[src/msrp_pkg.sv]
package msrp_pkg;

   localparam logic [1:0] OP_START   = 2'd0;
   localparam logic [1:0] OP_RX_BYTE = 2'd1;
   localparam logic [1:0] OP_TICK    = 2'd2;

   localparam logic KIND_TX     = 1'b0;
   localparam logic KIND_STATUS = 1'b1;

   localparam logic [1:0] STATUS_OK      = 2'd0;
   localparam logic [1:0] STATUS_FORMAT  = 2'd1;
   localparam logic [1:0] STATUS_CRC     = 2'd2;
   localparam logic [1:0] STATUS_TIMEOUT = 2'd3;

   localparam int unsigned CSR_INDEX_W = 1;
   localparam logic [CSR_INDEX_W-1:0] CSR_SLAVE_ADDRESS = 1'd0;
   localparam logic [CSR_INDEX_W-1:0] CSR_TIMEOUT_MS    = 1'd1;

   localparam logic [7:0]  SLAVE_ADDRESS_RESET = 8'd1;
   localparam logic [15:0] TIMEOUT_MS_RESET    = 16'd1000;

   localparam logic [7:0]  FUNC_READ_HOLDING = 8'h03;
   localparam logic [7:0]  REPLY_BYTE_COUNT  = 8'h02;
   localparam logic [7:0]  REQ_START_HI      = 8'h00;
   localparam logic [7:0]  REQ_START_LO      = 8'h00;
   localparam logic [7:0]  REQ_COUNT_HI      = 8'h00;
   localparam logic [7:0]  REQ_COUNT_LO      = 8'h01;

   localparam logic [15:0] CRC_INIT = 16'hFFFF;
   localparam logic [15:0] CRC_POLY = 16'hA001;

   localparam logic [3:0]  IDX_ADDRESS     = 4'd0;
   localparam logic [3:0]  IDX_FUNCTION    = 4'd1;
   localparam logic [3:0]  IDX_BYTE_COUNT  = 4'd2;
   localparam logic [3:0]  IDX_DATA_HI     = 4'd3;
   localparam logic [3:0]  IDX_DATA_LO     = 4'd4;
   localparam logic [3:0]  IDX_CRC_LO      = 4'd5;
   localparam logic [3:0]  IDX_CRC_HI      = 4'd6;
   localparam logic [3:0]  INDEX_MAX       = 4'd15;
   localparam logic [16:0] TICK_MAX        = 17'h1FFFF;

   localparam logic [2:0]  TX_IDX_CRC_LO = 3'd6;
   localparam logic [2:0]  TX_IDX_CRC_HI = 3'd7;

   typedef struct packed {
      logic [1:0] operation;
      logic [7:0] rx_byte;
      logic       rx_last;
   } req_type;

   typedef struct packed {
      logic        kind;
      logic [7:0]  tx_byte;
      logic        tx_last;
      logic [1:0]  status;
      logic [15:0] reading;
      logic [31:0] error_count;
   } rsp_type;

   typedef struct packed {
      logic        is_status;
      logic [1:0]  status;
      logic [15:0] reading;
      logic [31:0] error_count;
      logic [7:0]  address;
   } job_type;

   typedef struct packed {
      logic full;
      logic empty;
   } fifo_status_type;

   function automatic logic [15:0] crc_update(input logic [15:0] crc, input logic [7:0] data);
      logic [15:0] c;
      c = crc ^ {8'h00, data};
      for (int k = 0; k < 8; k++) begin
         if (c[0]) begin
            c = (c >> 1) ^ CRC_POLY;
         end else begin
            c = c >> 1;
         end
      end
      return c;
   endfunction

endpackage

[src/msrp_front.sv]
module msrp_front (
   input  logic                                clock,
   input  logic                                reset,
   input  logic                                req_valid,
   output logic                                req_ready,
   input  msrp_pkg::req_type                   req_data,
   input  logic                                csr_valid,
   input  logic [msrp_pkg::CSR_INDEX_W-1:0]    csr_index,
   input  logic [15:0]                         csr_data,
   input  msrp_pkg::fifo_status_type           fifo_status,
   output logic                                push,
   output msrp_pkg::job_type                   push_job
);

   logic [7:0]  slave_address_ff, slave_address_in;
   logic [15:0] timeout_ms_ff, timeout_ms_in;
   logic        waiting_ff, waiting_in;
   logic [16:0] elapsed_ff, elapsed_in;
   logic [3:0]  byte_index_ff, byte_index_in;
   logic        header_good_ff, header_good_in;
   logic [15:0] running_crc_ff, running_crc_in;
   logic [15:0] data_word_ff, data_word_in;
   logic [15:0] received_crc_ff, received_crc_in;
   logic [31:0] errors_ff, errors_in;

   logic        accept;
   logic [15:0] crc_next;
   logic [16:0] tick_next;
   logic        clear;

   assign req_ready = !fifo_status.full;
   assign accept    = req_valid && req_ready;
   assign crc_next  = msrp_pkg::crc_update(running_crc_ff, req_data.rx_byte);
   assign tick_next = (elapsed_ff == msrp_pkg::TICK_MAX) ? elapsed_ff : elapsed_ff + 17'd1;

   always_comb begin
      slave_address_in = slave_address_ff;
      timeout_ms_in    = timeout_ms_ff;
      waiting_in       = waiting_ff;
      elapsed_in       = elapsed_ff;
      byte_index_in    = byte_index_ff;
      header_good_in   = header_good_ff;
      running_crc_in   = running_crc_ff;
      data_word_in     = data_word_ff;
      received_crc_in  = received_crc_ff;
      errors_in        = errors_ff;
      clear            = 1'b0;
      push             = 1'b0;
      push_job         = '0;

      if (csr_valid) begin
         case (csr_index)
            msrp_pkg::CSR_SLAVE_ADDRESS: slave_address_in = csr_data[7:0];
            msrp_pkg::CSR_TIMEOUT_MS:    timeout_ms_in    = csr_data;
            default: ;
         endcase
      end

      if (accept) begin
         case (req_data.operation)
            msrp_pkg::OP_START: begin
               push                 = 1'b1;
               push_job.is_status   = 1'b0;
               push_job.address     = slave_address_ff;
               push_job.error_count = errors_ff;
               waiting_in           = 1'b1;
               elapsed_in           = '0;
               clear                = 1'b1;
            end
            msrp_pkg::OP_RX_BYTE: begin
               if (waiting_ff) begin
                  case (byte_index_ff)
                     msrp_pkg::IDX_ADDRESS:
                        if (req_data.rx_byte != slave_address_ff) header_good_in = 1'b0;
                     msrp_pkg::IDX_FUNCTION:
                        if (req_data.rx_byte != msrp_pkg::FUNC_READ_HOLDING) header_good_in = 1'b0;
                     msrp_pkg::IDX_BYTE_COUNT:
                        if (req_data.rx_byte != msrp_pkg::REPLY_BYTE_COUNT) header_good_in = 1'b0;
                     msrp_pkg::IDX_DATA_HI: data_word_in = {req_data.rx_byte, 8'h00};
                     msrp_pkg::IDX_DATA_LO: data_word_in = {data_word_ff[15:8], req_data.rx_byte};
                     msrp_pkg::IDX_CRC_LO:  received_crc_in = {8'h00, req_data.rx_byte};
                     msrp_pkg::IDX_CRC_HI:
                        received_crc_in = {req_data.rx_byte, received_crc_ff[7:0]};
                     default: ;
                  endcase
                  if (byte_index_ff < msrp_pkg::IDX_CRC_LO) running_crc_in = crc_next;
                  if (byte_index_ff != msrp_pkg::INDEX_MAX) byte_index_in = byte_index_ff + 4'd1;
                  if (req_data.rx_last) begin
                     waiting_in         = 1'b0;
                     clear              = 1'b1;
                     push               = 1'b1;
                     push_job.is_status = 1'b1;
                     if (byte_index_ff != msrp_pkg::IDX_CRC_HI || !header_good_ff) begin
                        push_job.status = msrp_pkg::STATUS_FORMAT;
                     end else if (running_crc_ff != {req_data.rx_byte, received_crc_ff[7:0]}) begin
                        push_job.status = msrp_pkg::STATUS_CRC;
                     end else begin
                        push_job.status  = msrp_pkg::STATUS_OK;
                        push_job.reading = data_word_ff;
                     end
                     if (push_job.status != msrp_pkg::STATUS_OK) errors_in = errors_ff + 32'd1;
                     push_job.error_count = errors_in;
                  end
               end
            end
            msrp_pkg::OP_TICK: begin
               if (waiting_ff) begin
                  elapsed_in = tick_next;
                  if (tick_next > {1'b0, timeout_ms_ff}) begin
                     waiting_in           = 1'b0;
                     clear                = 1'b1;
                     push                 = 1'b1;
                     errors_in            = errors_ff + 32'd1;
                     push_job.is_status   = 1'b1;
                     push_job.status      = msrp_pkg::STATUS_TIMEOUT;
                     push_job.error_count = errors_in;
                  end
               end
            end
            default: ;
         endcase
      end

      if (clear) begin
         byte_index_in   = '0;
         header_good_in  = 1'b1;
         running_crc_in  = msrp_pkg::CRC_INIT;
         data_word_in    = '0;
         received_crc_in = '0;
      end
   end

   always_ff @(posedge clock) begin
      if (reset) begin
         slave_address_ff <= msrp_pkg::SLAVE_ADDRESS_RESET;
         timeout_ms_ff    <= msrp_pkg::TIMEOUT_MS_RESET;
         waiting_ff       <= 1'b0;
         elapsed_ff       <= '0;
         byte_index_ff    <= '0;
         header_good_ff   <= 1'b1;
         running_crc_ff   <= msrp_pkg::CRC_INIT;
         data_word_ff     <= '0;
         received_crc_ff  <= '0;
         errors_ff        <= '0;
      end else begin
         slave_address_ff <= slave_address_in;
         timeout_ms_ff    <= timeout_ms_in;
         waiting_ff       <= waiting_in;
         elapsed_ff       <= elapsed_in;
         byte_index_ff    <= byte_index_in;
         header_good_ff   <= header_good_in;
         running_crc_ff   <= running_crc_in;
         data_word_ff     <= data_word_in;
         received_crc_ff  <= received_crc_in;
         errors_ff        <= errors_in;
      end
   end

endmodule

[src/msrp_fifo.sv]
module msrp_fifo #(
   parameter int unsigned DEPTH = 4
) (
   input  logic                        clock,
   input  logic                        reset,
   input  logic                        push,
   input  msrp_pkg::job_type           push_job,
   input  logic                        pop,
   output msrp_pkg::job_type           head,
   output msrp_pkg::fifo_status_type   fifo_status
);

   localparam int unsigned PTR_W = (DEPTH > 1) ? $clog2(DEPTH) : 1;
   localparam int unsigned CNT_W = $clog2(DEPTH + 1);

   msrp_pkg::job_type  entries_ff [DEPTH];
   logic [PTR_W-1:0]   wr_ptr_ff, wr_ptr_in;
   logic [PTR_W-1:0]   rd_ptr_ff, rd_ptr_in;
   logic [CNT_W-1:0]   count_ff, count_in;

   assign head              = entries_ff[rd_ptr_ff];
   assign fifo_status.full  = (count_ff == CNT_W'(DEPTH));
   assign fifo_status.empty = (count_ff == '0);

   always_comb begin
      wr_ptr_in = wr_ptr_ff;
      rd_ptr_in = rd_ptr_ff;
      count_in  = count_ff;
      if (push) begin
         wr_ptr_in = (wr_ptr_ff == PTR_W'(DEPTH - 1)) ? '0 : wr_ptr_ff + PTR_W'(1);
      end
      if (pop) begin
         rd_ptr_in = (rd_ptr_ff == PTR_W'(DEPTH - 1)) ? '0 : rd_ptr_ff + PTR_W'(1);
      end
      if (push && !pop) begin
         count_in = count_ff + CNT_W'(1);
      end else if (pop && !push) begin
         count_in = count_ff - CNT_W'(1);
      end
   end

   always_ff @(posedge clock) begin
      if (reset) begin
         wr_ptr_ff <= '0;
         rd_ptr_ff <= '0;
         count_ff  <= '0;
      end else begin
         wr_ptr_ff <= wr_ptr_in;
         rd_ptr_ff <= rd_ptr_in;
         count_ff  <= count_in;
      end
   end

   always_ff @(posedge clock) begin
      if (push) begin
         entries_ff[wr_ptr_ff] <= push_job;
      end
   end

endmodule

[src/msrp_back.sv]
module msrp_back (
   input  logic                       clock,
   input  logic                       reset,
   input  msrp_pkg::job_type          head,
   input  msrp_pkg::fifo_status_type  fifo_status,
   output logic                       pop,
   output logic                       rsp_valid,
   input  logic                       rsp_ready,
   output msrp_pkg::rsp_type          rsp_data
);

   logic              rsp_valid_ff, rsp_valid_in;
   msrp_pkg::rsp_type rsp_data_ff, rsp_data_in;
   logic [2:0]        tx_idx_ff, tx_idx_in;
   logic [15:0]       tx_crc_ff, tx_crc_in;

   logic              load;
   logic [7:0]        tx_byte;
   logic [15:0]       crc_base;

   assign rsp_valid = rsp_valid_ff;
   assign rsp_data  = rsp_data_ff;
   assign load      = !rsp_valid_ff || rsp_ready;
   assign crc_base  = (tx_idx_ff == '0) ? msrp_pkg::CRC_INIT : tx_crc_ff;

   always_comb begin
      case (tx_idx_ff)
         3'd0:                    tx_byte = head.address;
         3'd1:                    tx_byte = msrp_pkg::FUNC_READ_HOLDING;
         3'd2:                    tx_byte = msrp_pkg::REQ_START_HI;
         3'd3:                    tx_byte = msrp_pkg::REQ_START_LO;
         3'd4:                    tx_byte = msrp_pkg::REQ_COUNT_HI;
         3'd5:                    tx_byte = msrp_pkg::REQ_COUNT_LO;
         msrp_pkg::TX_IDX_CRC_LO: tx_byte = tx_crc_ff[7:0];
         msrp_pkg::TX_IDX_CRC_HI: tx_byte = tx_crc_ff[15:8];
         default:                 tx_byte = '0;
      endcase
   end

   always_comb begin
      rsp_valid_in = rsp_valid_ff;
      rsp_data_in  = rsp_data_ff;
      tx_idx_in    = tx_idx_ff;
      tx_crc_in    = tx_crc_ff;
      pop          = 1'b0;
      if (load) begin
         rsp_valid_in = 1'b0;
         if (!fifo_status.empty) begin
            rsp_valid_in            = 1'b1;
            rsp_data_in             = '0;
            rsp_data_in.error_count = head.error_count;
            if (head.is_status) begin
               rsp_data_in.kind    = msrp_pkg::KIND_STATUS;
               rsp_data_in.status  = head.status;
               rsp_data_in.reading = head.reading;
               pop                 = 1'b1;
            end else begin
               rsp_data_in.kind    = msrp_pkg::KIND_TX;
               rsp_data_in.tx_byte = tx_byte;
               if (tx_idx_ff < msrp_pkg::TX_IDX_CRC_LO) begin
                  tx_crc_in = msrp_pkg::crc_update(crc_base, tx_byte);
               end
               if (tx_idx_ff == msrp_pkg::TX_IDX_CRC_HI) begin
                  rsp_data_in.tx_last = 1'b1;
                  tx_idx_in           = '0;
                  pop                 = 1'b1;
               end else begin
                  tx_idx_in = tx_idx_ff + 3'd1;
               end
            end
         end
      end
   end

   always_ff @(posedge clock) begin
      if (reset) begin
         rsp_valid_ff <= 1'b0;
         tx_idx_ff    <= '0;
      end else begin
         rsp_valid_ff <= rsp_valid_in;
         tx_idx_ff    <= tx_idx_in;
      end
   end

   always_ff @(posedge clock) begin
      rsp_data_ff <= rsp_data_in;
      tx_crc_ff   <= tx_crc_in;
   end

endmodule

[src/modbus_single_register_poller.sv]
// A result passes the job queue and then the result register before it is offered.
// Throughput: one request transaction per cycle while the job queue has room; the
// result side gives one result per cycle while rsp_ready is high; a start has 8 bytes.
// Reset (synchronous): slave address 1, timeout 1000 ticks, wait disarmed, error
// count zero, job queue and result register empty.
module modbus_single_register_poller #(
   parameter int unsigned QUEUE_DEPTH = 4
) (
   input  logic                              clock,
   input  logic                              reset,
   input  logic                              req_valid,
   output logic                              req_ready,
   input  msrp_pkg::req_type                 req_data,
   output logic                              rsp_valid,
   input  logic                              rsp_ready,
   output msrp_pkg::rsp_type                 rsp_data,
   input  logic                              csr_valid,
   output logic                              csr_ready,
   input  logic [msrp_pkg::CSR_INDEX_W-1:0]  csr_index,
   input  logic [15:0]                       csr_data
);

   msrp_pkg::fifo_status_type fifo_status;
   msrp_pkg::job_type         push_job;
   msrp_pkg::job_type         head;
   logic                      push;
   logic                      pop;

   assign csr_ready = 1'b1;

   msrp_front u_front (
      .clock       (clock),
      .reset       (reset),
      .req_valid   (req_valid),
      .req_ready   (req_ready),
      .req_data    (req_data),
      .csr_valid   (csr_valid),
      .csr_index   (csr_index),
      .csr_data    (csr_data),
      .fifo_status (fifo_status),
      .push        (push),
      .push_job    (push_job)
   );

   msrp_fifo #(
      .DEPTH (QUEUE_DEPTH)
   ) u_fifo (
      .clock       (clock),
      .reset       (reset),
      .push        (push),
      .push_job    (push_job),
      .pop         (pop),
      .head        (head),
      .fifo_status (fifo_status)
   );

   msrp_back u_back (
      .clock       (clock),
      .reset       (reset),
      .head        (head),
      .fifo_status (fifo_status),
      .pop         (pop),
      .rsp_valid   (rsp_valid),
      .rsp_ready   (rsp_ready),
      .rsp_data    (rsp_data)
   );

   assert property (@(posedge clock) disable iff (reset) push |-> !fifo_status.full)
      else $error("job pushed into a full queue");

   assert property (@(posedge clock) disable iff (reset) pop |-> !fifo_status.empty)
      else $error("job popped from an empty queue");

   assert property (@(posedge clock) disable iff (reset)
      (pop && !head.is_status) |=> (rsp_valid && rsp_data.tx_last))
      else $error("start job retired before its last request byte");

   assert property (@(posedge clock) disable iff (reset)
      (rsp_valid && rsp_data.kind == msrp_pkg::KIND_STATUS) |->
      (!rsp_data.tx_last && rsp_data.tx_byte == 8'h00))
      else $error("status result carries transmit fields");

endmodule

[config.mk]
export PLATFORM = sky130hd
export DESIGN_NAME = modbus_single_register_poller
export DESIGN_NICKNAME = d
export VERILOG_FILES = /design/src/msrp_pkg.sv /design/src/msrp_front.sv /design/src/msrp_fifo.sv /design/src/msrp_back.sv /design/src/modbus_single_register_poller.sv
export SDC_FILE = /design/constraint.sdc
export NUM_CORES = 1
export LEC_CHECK = 0
export BUFFER_PORTS_ARGS = -buffer_cell sky130_fd_sc_hd__buf_2
export CORE_MARGIN = 2
export CORE_UTILIZATION = 55
export CTS_BUF_LIST = sky130_fd_sc_hd__clkbuf_4
export DETAILED_ROUTE_END_ITERATION = 8
export GPL_ROUTABILITY_DRIVEN = 0
export PLACE_DENSITY = 0.82
export SETUP_SLACK_MARGIN = 0.4
export SYNTH_ARGS = -nofsm -noshare
export SYNTH_HDL_FRONTEND = slang
export SYNTH_HIERARCHICAL = 1
export SYNTH_SLANG_ARGS = --single-unit
[constraint.sdc]
create_clock -name clock -period 6.6 [get_ports clock]
set_clock_uncertainty 0.1 [all_clocks]
set_input_delay 0.66 -clock clock [delete_from_list [all_inputs] [get_ports clock]]
set_output_delay 0.66 -clock clock [all_outputs]
set_load 0.02 [all_outputs]
== After elaboration in Yosys (flattened, before gate mapping) ==
Memory sizes are Yosys's and may differ from the RTL's. A register that Yosys moved wholly into a read port is not among the register bits.
Index checks and enable logic that the tools add are counted.
Storage, ports and cells
  bits in writable memories: 236
  memories kept: 1
  output and inout port bits: 63
  input bits: 33
  bits in registers: 206
  logic and storage cells: 235
Memory list
  u_fifo.entries_ff: depth 4, bits a word 59, rd ports 1, clocked after Yosys merged registers in 1, wr ports 1, RTL line msrp_fifo.sv:16  | msrp_pkg::job_type entries_ff [DEPTH];
Cells by class
  mux-type cells: 107
  eq/ne operators: 32
  add/subtract/negate cells: 8
  reduce and logical (&&, ||, !) cells: 37
  bitwise gates (word level): 23
  magnitude comparators: 3
Operator list (number)
  two-way mux 16 bit: 47
  two-way mux 32 bit: 7
  two-way mux 51 bit: 2
  case mux 32 bit (3 select lines): 1
  case mux 32 bit (2 select lines): 1
  two-way mux 59 bit: 1
  inverter 2 -> 3 bit: 16
  case mux 8 bit (6 select lines): 1
  two-way mux 17 bit: 2
  case mux 17 bit (2 select lines): 1
  adder 32 x 1 -> 32 bit (second input constant): 1
  case mux 16 bit (2 select lines): 1
  bitwise XOR 16 x 8 -> 16 bit: 2
  two-way mux 1 bit: 20
  two-way mux 2 bit: 10
  adder 17 x 1 -> 17 bit (second input constant): 1
  equality test 17 bit (second input constant): 1
  > comparator 17 x 16 -> 1 bit: 1
  inequality test 16 bit: 1
  inequality test 8 x 2 -> 1 bit (second input constant): 2
  case mux 8 bit (2 select lines): 1
  AND reduction 4 bit: 4
  equality test 3 bit (second input constant): 5
  two-way mux 3 bit: 5
  other kinds (39): 76

== Depth between registers and ports, before layout ==
Gate-level depths: netlist of the first run.
  word-level depth: 48
  depth in mapped cells: 20

== Hierarchy ==
Netlist of the first run, hierarchy kept.
Modules (own cells, without submodules)
  msrp_fifo: cells an instance 353, times used 1, sequential area each 7267.0 um2, area each 8967.4 um2
  msrp_front: cells an instance 1064, times used 1, sequential area each 2382.3 um2, area each 7923.8 um2
  msrp_back: cells an instance 231, times used 1, sequential area each 2362.3 um2, area each 3429.5 um2
  modbus_single_register_poller: cells an instance 2, times used 1, sequential area each 0.0 um2, area each 11.3 um2

== Worst setup path before layout of the first run ==
No wires, ideal clock.
  kind: input to register
  from: input port rsp_ready
  to: register u_back.tx_crc_ff[0] (enable)
  arrival: 4919 ps
  stages on the path: 4
  slack: 1187 ps
  setup time: 394 ps
  data required time: 6106 ps
  cells stage by stage: nand2b_1 > nor2b_1 > nand2b_1 > a21oi_1
On the way
  word-level cells in the longest chain between the ends: 2
RTL lines
  start, declared: RTL line modbus_single_register_poller.sv:15  | input logic rsp_ready,
  logical OR 1 bit: RTL line msrp_back.sv:23  | assign load = !rsp_valid_ff || rsp_ready;
  AND reduction 4 bit (no line)
  end signal, assigned: RTL line msrp_back.sv:87  | tx_crc_ff <= tx_crc_in;
  end, declared: RTL line msrp_back.sv:15  | logic [15:0] tx_crc_ff, tx_crc_in;
Every way passes these cells.
A chain may end at the register's enable or synchronous reset.

== Worst setup path in the final report of the first run ==
  from: register u_front.elapsed_ff[0]
  to: register u_fifo.count_ff[2]
On the way
  word-level cells in the longest chain between the ends: 10
RTL lines
  start, declared: RTL line msrp_front.sv:18  | logic [16:0] elapsed_ff, elapsed_in;
  start signal, assigned: RTL line msrp_front.sv:149  | elapsed_ff <= elapsed_in;
  adder 17 x 1 -> 17 bit or equality test 17 bit (tied branches): RTL line msrp_front.sv:34  | assign tick_next = (elapsed_ff == msrp_pkg::TICK_MAX) ? elapsed_ff : elapsed_ff + 17'd1;
  two-way mux 17 bit *: RTL line msrp_front.sv:34
  > comparator 17 x 16 -> 1 bit *: RTL line msrp_front.sv:109  | if (tick_next > {1'b0, timeout_ms_ff}) begin
  two-way mux 1 bit *: RTL line msrp_front.sv:109
  two-way mux 1 bit *: RTL line msrp_front.sv:107  | if (waiting_ff) begin
  case mux 1 bit (3 select lines) *: RTL line msrp_front.sv:60  | case (req_data.operation)
  two-way mux 1 bit *: RTL line msrp_front.sv:59  | if (accept) begin
  named net push: RTL line modbus_single_register_poller.sv:26  | logic push;
  logical NOT 1 bit: RTL line msrp_fifo.sv:37  | end else if (pop && !push) begin
  logical AND 1 bit: RTL line msrp_fifo.sv:37
  nonzero test 2 bit (no line)
  end signal, assigned: RTL line msrp_fifo.sv:50  | count_ff <= count_in;
  end, declared: RTL line msrp_fifo.sv:19  | logic [CNT_W-1:0] count_ff, count_in;
Mark *: on every way through the listed nets, which the timed path passes. The rest lies on a longest branch.

==> qor.txt, run 1 <==
Number of buffers created by CTS: 109
Clock-pin slew on the worst setup and hold paths: 0.07 ns
CTS Buffer Depth: 3
Hold Path Class: input port to flop
GRT Total Usage: 22.8%
WP data required: 7.22 ns
TritonCTS clock tree: done
Maxcap violations: 0
First-pass GRT wire length: 69600 um
RSZ-0062 raised after global routing: no
Die area: 38500 um2
Fin crit share: 87.4%
ANT nets after route: 0
IO Pins: 96
Core ar.: 36500 um2
Most common cell in the netlist: edfxtp_1
Top_reg_cell synth: edfxtp_1
Setup crit end kind: flop
Clk root buf: clkbuf_4
Synth Cell Area: 20300 um2
Remaining Overflow, GRT: 0
Synth area leader: edfxtp_1
Max-slew violations: 0
Crit Path Class: flop to flop
Critical path peak fanout: 7
Status: complete, no violations
Cell count after synthesis: 1650
Via count: 13900
Worst slew margin: 18.1%
Worst slew pin tran: 1.22 ns
Tmin final: 5.77 ns
Syn-to-layout area delta: 11.5%
Library cells used by synthesis: 78
Fin. Hold Viols: 0
Starting density of the core: 55.7%
Setup_tns: 0 ns
Vias/cell: 5.93
Clock sinks: 444
Pin count of the biggest net entering global routing: 77
Die Span X: 196 um
Hold_ws: 0.0640 ns
Die Y: 196 um
Async SR Flop Fraction: 0%
Max Fclk: 173 MHz
Post-Syn Nets: 1723
VDD IR-drop max: 0.000285 V
CTS H-Tree Depth: 3
Synth warn: 6
HPWL Detailed: 28800 um
Post-route DRC: 0
Syn avg cell area: 12.3 um2
Routed length per instance: 18.7 um
Worst EP arrival: 6.39 ns
Number of port buffers: 94
Synth top area cells: edfxtp_1, dfxtp_1, mux4_2
DR iter-0 viols: 1343
Critical Path Source Type: flop
Leak: 7.78 nW
Vias in the first global route: 13527
DRT Wirelength: 43900 um
Post-synth top area share: 46.1%
Post-synth EDFFs: 312
Post-synthesis sequential area ratio: 59.1%
PD cells: 363 nW/um2
Top cell types by occurrence after synthesis: edfxtp_1, nand2_1, dfxtp_1
Num rows: 70
Worst-Skew Late Latency: 0.80 ns
Final setup vio count: 0
DR pass1 iterations: 6
Final-stage net count: 1859
Post-synthesis register bit count: 444
Initial antenna violation count: 2
Fraction of layout cells with a size suffix above 1: 21.4%
Post-CTS setup buffers: 0
==> through the flow <==
| step | instance area, um2 | util (%) | instances | power (mW) | setup slack, ns |
|---|---|---|---|---|---|
| finish | 22700 | 62.0 | 2345 | 8.23 | 0.834 |
| CTS | 22700 | 62.0 | 2342 | 8.32 | 0.997 |
| global placement | 21100 | 57.7 | 2127 | 5.95 | 1.34 |
| floorplan | 20300 | - | 1650 | 5.49 | 1.19 |
| detailed placement | 21100 | 57.7 | 2127 | 6.03 | 1.03 |
| global route | 22700 | 62.0 | 2345 | 8.66 | 0.487 |
==> layout by cell type, fill, tap and decap left out, types with 29 or more instances in the layout <==
cell type / netlist / final
mux2i_1: 33 / 33
mux4_2: 59 / 59
nor2_1: 92 / 92
buf_2: 27 / 93
nand2_1: 185 / 185
a31oi_1: 31 / 31
nand3_1: 47 / 47
ha_1: 39 / 39
a21oi_1: 80 / 79
dfxtp_1: 132 / 130
nor3_1: 45 / 44
xor2_1: 40 / 40
inv_1: 46 / 46
xnor2_1: 45 / 45
o21ai_0: 41 / 41
edfxtp_1: 312 / 312
nand4_1: 29 / 29
and2_1: 46 / 42
clkbuf_4: 0 / 167
==> area by class of cell <==
type | instances | area, um2
Antenna cell | 3 | 7.51
Clock buffer | 167 | 1250
Clock inverter | 32 | 170
Fill cell | 2688 | 13900
Inverter | 46 | 173
Multi-Input combinational cell | 1057 | 7670
Sequential cell | 444 | 12000
Tap cell | 468 | 586
Timing Repair Buffer | 128 | 781
==> report_power, final <==
part,total (mW),internal [mW],switching (mW)
sequential,3.72,3.51,0.213
combinational,2.24,0.942,1.30
clock,2.27,1.19,1.07
==> kinds of logic (layout without fill, tap and decap cells) <==
group | after synthesis | in the layout | share of synthesized area, %
AO/OA/AOI/OAI | 252 | 252 | 8.18
XOR/XNOR | 88 | 88 | 3.97
adder cells (fa/ha/maj) | 40 | 40 | 2.50
buffers and inverters | 149 | 373 | 3.28
flip-flops | 444 | 444 | 59.1
multiplexers | 93 | 93 | 8.22
other | 1 | 4 | 0.0184
AND/OR/NAND/NOR | 583 | 583 | 14.8
==> timing repair <==
item / 4_1_cts / 5_1_grt
hold buffers: 16 / 0
setup endpoints to repair: 0 / 0
hold endpoints to repair: 21 / 0
gates resized for setup: 0 / 0
==> registers in the layout, summed over array words and instances, names as in the netlist, named ones only <==
signal                    cells
u_back/tx_idx_ff              3
u_front/header_good_ff        1
u_fifo/entries_ff           236
u_front/data_word_ff         16
u_back/rsp_data              60
u_front/byte_index_ff         4
u_front/slave_address_ff      8
u_front/errors_ff            32
u_front/received_crc_ff       8
u_fifo/wr_ptr_ff              2
u_front/elapsed_ff           17
u_fifo/rd_ptr_ff              2
u_front/waiting_ff            1
u_back/rsp_valid              1
u_back/tx_crc_ff             16
u_fifo/count_ff               3
u_front/timeout_ms_ff        16
u_front/running_crc_ff       16
==> critical path: stages, from the launching register on <==
cell and delay [ns]:
dfxtp_1 0.41, ha_1 0.26, nand4_1 0.16, nor4_4 0.39, nand2_1 0.23, nand4_1 0.30
nor2_1 0.10, xor2_1 0.23, ha_1 0.30, and3_1 0.21, nand4_1 0.14, nor2b_1 0.20
o21ai_0 0.28, a31o_2 0.36, a21oi_1 0.49, ha_1 0.33, inv_1 0.08, fa_1 0.45
xor2_1 0.18, or3_1 0.33, a21oi_1 0.17
==> worst paths after layout <==
path,depth (start not counted),end,slack (ns),from
max,20,u_fifo/count_ff[2],0.83,u_front/elapsed_ff[0]
min,3,u_front/timeout_ms_ff[12],0.06,csr_data[12]
max reg2reg,20,u_fifo/count_ff[2],0.83,u_front/elapsed_ff[0]
min reg2reg,2,u_front/data_word_ff[10],0.35,u_front/data_word_ff[10]
==> metal layers <==
layer	routed length (um)	vias to the layer above	GRT usage, %
met2	21500	591	38.0
li1	-	6480	-
met5	0	-	0
met3	3240	73	4.35
met4	901	0	7.77
met1	18300	6756	30.3
(Power assumes the default switching activity.)
==> run 2, diff against run 1 <==
CELL_PAD_IN_SITES_DETAIL_PLACEMENT = 0   (was default)
CELL_PAD_IN_SITES_GLOBAL_PLACEMENT = 1   (was default)
CORE_UTILIZATION = 52   (was 55)
PLACE_DENSITY = 0.91   (was 0.82)
==> run 2 against run 1 <==
Against the previous run: first-iteration DRC count shrank 9.7%; count of clock-buffer cells in the layout shrank 13; die area grew 5.6%; final area is essentially flat; setup slack gained 0.087 ns; final cell count grew 1.8%; sequential power is essentially flat; fmax grew 1.5%; critical path type unchanged; largest cell class unchanged; largest power group unchanged; highest routed layer unchanged.
==> qor.txt, run 2 (synthesis results as in run 1) <==
Status: complete, no violations
Sequential Power Share: 45.3%
Pint: 5.57 mW
Tmin final: 5.68 ns
Placed cell area: 21100 um2
Die Y: 202 um
Hold path start: req_data[7]
Post-CTS setup buffers: 0
First-pass GRT wire length: 68400 um
Setup crit end kind: flop
Via count: 13483
Worst slew margin: 25.8%
Reg2reg setup slack: 0.92 ns
Vias/cell: 5.65
HPWL Detailed: 28000 um
Resized cells post-CTS: 0
RSZ-0062 raised after global routing: no
Setup_tns: 0 ns
Fillers: 3046
DR iter-0 viols: 1213
Post-route DRC: 0
Cells after DPL: 2175
Worst-Skew Late Latency: 0.82 ns
Largest reg by FF count: u_fifo/entries_ff
Maxcap violations: 0
Slowest cell on the critical path: a21oi_1
IO Pins: 96
Clock sinks: 444
Hold endpoint: u_front/data_word_ff[6]
Max reg flops: 236
CP max stage delay: 0.50 ns
Final setup vio count: 0
Fraction of layout cells with a size suffix above 1: 20.8%
GRT Total Usage: 21.1%
Hold Path Class: input port to flop
Num rows: 72
CTS Buffer Depth: 3
Starting density of the core: 52.6%
Crit Path Class: flop to flop
Clk root buf: clkbuf_4
Vias in the first global route: 13147
Pin count of the biggest net entering global routing: 65
Most frequent cells in the layout: edfxtp_1, nand2_1, clkbuf_4, dfxtp_1, buf_2
Switching Share: 31.7%
Die area: 40700 um2
Power share of the clock group: 27.1%
Final-stage net count: 1856
VDD IR-drop max: 0.000247 V
TritonCTS clock tree: done
Number of buffers created by CTS: 108
Critical path peak fanout: 7
Fin cells: 2388
Hold Buf Count CTS: 16
Most frequent standard cell in the layout excluding fill and tap cells: edfxtp_1
Hold Path Stages: 3
Clock-pin slew on the worst setup and hold paths: 0.07 ns
DRT Wirelength: 43000 um
P_sw: 2.58 mW
Max Fclk: 176 MHz
WP data required: 7.24 ns
Die Span X: 202 um
Cell family with most CP delay: simple AND/OR/NAND/NOR gates
Remaining Overflow, GRT: 0
Critical Path Source Type: flop
Reg2reg end: u_fifo/count_ff[2]
Worst EP arrival: 6.32 ns
Initial antenna violation count: 1
RR Startpoint: u_front/elapsed_ff[0]
Overall power: 8.16 mW
Leak: 7.73 nW
Reg2reg path depth: 20
CTS H-Tree Depth: 3
Fin. Hold Viols: 0
Syn-to-layout area delta: 11.5%
Number of port buffers: 94
PD cells: 360 nW/um2
Fin crit share: 86.0%
DR pass1 iterations: 6
ANT nets after route: 0
Core ar.: 38600 um2
Worst slew pin tran: 1.10 ns
Routed length per instance: 18.0 um
CP Buf/Inv Count: 1
Max-slew violations: 0
Critical path depth: 20
Comb pwr share: 27.6%
Final instance area: 22700 um2
Critical Path, Cell by Cell: ha_1, nand4_1, nor4_4, nand2_1, nand4_1, nor2_1, xor2_1, ha_1, and3_1, nand4_1, nor2b_1, o21ai_0, a31o_2, a21oi_1, ha_1, inv_1, fa_1, xor2_1, or3_1, a21oi_1
run 2: cell count changes in the layout (fill, tap and decap cells not counted), moves of 2 or more:
cell | before | now
clkbuf_4 | 167 | 154
diode_2 | 3 | 1
inv_8 | 0 | 2
inv_6 | 3 | 0
clkinv_1 | 23 | 30
clkinv_4 | 0 | 2
buf_4 | 18 | 15
run 2: how the worst max path moves through the flow:
stage | startpoint | to | slack [ns]
6_report | u_front/elapsed_ff[0] | u_fifo/count_ff[2] | 0.92
5_1_grt | u_front/elapsed_ff[0] | u_fifo/count_ff[2] | 0.43
4_1_cts | u_front/elapsed_ff[0] | u_fifo/count_ff[2] | 1.02
3_5_place_dp | u_front/elapsed_ff[0] | u_fifo/count_ff[2] | 1.06
3_3_place_gp | u_front/elapsed_ff[0] | u_fifo/count_ff[2] | 1.30
2_1_floorplan | rsp_ready | u_back/tx_crc_ff[0] | 1.19
run 2: worst min-delay path: stages:
cell and delay [ns]:
buf_2 0.17, nand2_1 0.08, a21oi_1 0.05
run 2: per-stage QoR:
stage / hold WS, ns / utilization [%] / setup WS, ns
floorplan: 0.327 / - / 1.19
global placement: 0.338 / 54.7 / 1.30
detailed placement: 0.345 / 54.7 / 1.06
CTS: 0.00878 / 58.7 / 1.02
global route: 0.0415 / 58.7 / 0.427
finish: 0.104 / 58.7 / 0.921
run 2: layout make-up:
type	count	area, um2	area share (%)
clock inverters	42	223	0.982
well taps	518	648	2.86
multi-input cells	1057	7670	33.9
diodes	1	2.50	0.0110
flip-flops and latches	444	12000	53.0
inverters	46	173	0.762
clock buffers	154	1160	5.10
repair buffers	126	778	3.43
run 2: power groups by stage:
stage | clock [mW] | combinational, mW | sequential (mW)
after floorplan | 0 | 1.52 | 3.97
after global placement | 0 | 2.20 | 3.75
after detailed placement | 0 | 2.24 | 3.76
after CTS | 2.28 | 2.26 | 3.70
after global routing | 2.42 | 2.43 | 3.74
final | 2.21 | 2.25 | 3.70
run 2: routing by layer:
metal  part of all wire [%]  track usage (%)  up-vias
met3                    7.4             4.29       56
li1                       -                -     6450
met1                     43             29.1     6481
met2                     48             33.8      496
met4                    1.6             6.91        0
met5                      0                0        -
==> run 3, diff against run 2 <==
--- a/config.mk
+++ b/config.mk
@@ -7,3 +7,3 @@
 export LEC_CHECK = 0
-export BUFFER_PORTS_ARGS = -buffer_cell sky130_fd_sc_hd__buf_2
+export BUFFER_PORTS_ARGS = -buffer_cell sky130_fd_sc_hd__buf_4
 export CELL_PAD_IN_SITES_DETAIL_PLACEMENT = 0
==> constraint.sdc (replaced) <==
create_clock -name clock -period 6.6 [get_ports clock]
set_clock_uncertainty 0.1 [all_clocks]
set_input_delay 0.33 -clock clock [delete_from_list [all_inputs] [get_ports clock]]
set_output_delay 0.33 -clock clock [all_outputs]
set_load 0.02 [all_outputs]
==> run 3 against run 2 <==
Against the previous run: first-iteration DRC count increased by 5.4%; utilization grew 1.5 points; final area increased by 2.5%; flip-flop and latch count unchanged; count of clock-buffer cells in the layout rose by 1; highest routed layer unchanged; wire length up 0.88%; die area unchanged; register-to-register slack improved by 0.09 ns; clock power is 6% higher.
==> qor.txt, run 3 (synthesis results as in run 1) <==
Status: complete, no violations
Worst slew margin: 26.2%
ANT nets after route: 0
Core ar.: 38600 um2
CP max stage delay: 0.49 ns
WP data required: 7.23 ns
PD cells: 362 nW/um2
Largest reg by FF count: u_fifo/entries_ff
Critical Path, Cell by Cell: ha_1, nand4_1, nor4_4, nand2_1, nand4_1, nor2_1, xor2_1, ha_1, and3_1, nand4_1, nor2b_1, o21ai_0, a31o_2, a21oi_1, ha_1, inv_1, fa_1, xor2_1, or3_1, a21oi_1
Number of buffers created by CTS: 109
Vias in the first global route: 13511
Clock-pin slew on the worst setup and hold paths: 0.06 ns
Max-slew violations: 0
Max Fclk: 179 MHz
Fin cells: 2418
Fin crit share: 84.7%
GRT Total Usage: 21.6%
Reg2reg path depth: 20
Crit Path Class: flop to flop
IO Pins: 96
First-pass GRT wire length: 69900 um
Critical Path Source Type: flop
Initial antenna violation count: 1
Number of port buffers: 94
Clk root buf: clkbuf_4
Resized cells post-CTS: 0
Via count: 13719
Post-route DRC: 0
RSZ-0062 raised after global routing: no
Maxcap violations: 0
Routed length per instance: 17.9 um
Hold Path Class: input port to flop
Die Span X: 202 um
Starting density of the core: 52.6%
Clock sinks: 444
Syn-to-layout area delta: 14.3%
CTS H-Tree Depth: 3
Critical path peak fanout: 7
Tmin final: 5.59 ns
Hold Buf Count CTS: 43
Most frequent standard cell in the layout excluding fill and tap cells: edfxtp_1
Leak: 7.97 nW
DR pass1 iterations: 6
Setup_tns: 0 ns
Footprint of the multi-input gates: 7670 um2
Die Y: 202 um
Cells after DPL: 2175
HPWL Detailed: 28200 um
Worst-Skew Late Latency: 0.80 ns
DRT Wirelength: 43400 um
Final-stage net count: 1884
CTS Buffer Depth: 3
TritonCTS clock tree: done
Max reg flops: 236
Fin. Hold Viols: 0
Most frequent cells in the layout: edfxtp_1, nand2_1, clkbuf_4, dfxtp_1, buf_4
Post-CTS setup buffers: 0
Pin count of the biggest net entering global routing: 77
Setup crit end kind: flop
Fraction of layout cells with a size suffix above 1: 21.0%
Final setup vio count: 0
Hold Path Stages: 5
Worst slew pin tran: 1.10 ns
DR iter-0 viols: 1279
Die area: 40700 um2
Register area: 12000 um2
Slowest cell on the critical path: a21oi_1
Worst EP arrival: 6.21 ns
Vias/cell: 5.67
Fillers: 3020
Num rows: 72
Remaining Overflow, GRT: 0
VDD IR-drop max: 0.000301 V
run 3: changes by cell type in the layout (fill, tap and decap cells not counted), sizes merged:
cell	previous run	this run
inv	48	50
bufinv	1	4
clkinv	37	35
dlygate4sd3	16	43
clkinvlp	2	1
clkbuf	154	155
run 3: stage by stage:
stage	total power, mW	utilization [%]	hold slack [ns]	area [um2]	worst slack [ns]
detailed placement	6.12	55.2	0.340	21300	1.08
CTS	8.50	60.1	0.0380	23200	1.06
global placement	6.07	55.2	0.334	21300	1.29
floorplan	5.49	-	0.299	20300	1.29
global route	8.84	60.1	0.0878	23200	0.586
finish	8.42	60.1	0.107	23200	1.01
run 3: report_power, final:
group / switching [mW] / internal, mW / leakage [nW]
clock network: 1.09 / 1.25 / 0.868
logic: 1.29 / 1.06 / 3.34
registers: 0.215 / 3.51 / 3.76
run 3: area by class of cell:
| type | instances | share of cell area (%) |
|---|---|---|
| well taps | 518 | 2.79 |
| diodes | 1 | 0.0108 |
| inverters | 46 | 0.743 |
| clock buffers | 155 | 5.01 |
| repair buffers | 153 | 5.41 |
| clock inverters | 44 | 1.30 |
| multi-input cells | 1057 | 33.0 |
| flip-flops and latches | 444 | 51.7 |
run 3: metal layers:
| layer | vias to the layer above | part of all wire [%] | track usage [%] |
|---|---|---|---|
| met5 | - | 0 | 0 |
| met4 | 0 | 1.9 | 7.67 |
| met3 | 68 | 6.0 | 3.81 |
| met2 | 452 | 47 | 34.2 |
| met1 | 6686 | 45 | 30.2 |
| li1 | 6513 | - | - |
run 3: critical path, delay by kind of cell, from the launching register on:
family                     cells  cell delay, ns
and+or+nand+nor                9            2.06
AOI/OAI and AO/OA              4            1.26
adders and majority gates      4            1.26
DFF                            1            0.41
xor gates and xnor gates       2            0.37
buffers and inverters          1            0.07
run 3: final timing paths:
kind                            slack [ns]                  endpoint                      from
worst max-delay path                  1.01        u_fifo/count_ff[2]     u_front/elapsed_ff[0]
worst min-delay path                  0.11     u_front/elapsed_ff[2]                 req_valid
worst max register to register        1.01        u_fifo/count_ff[2]     u_front/elapsed_ff[0]
worst min register to register        0.35  u_front/data_word_ff[15]  u_front/data_word_ff[15]
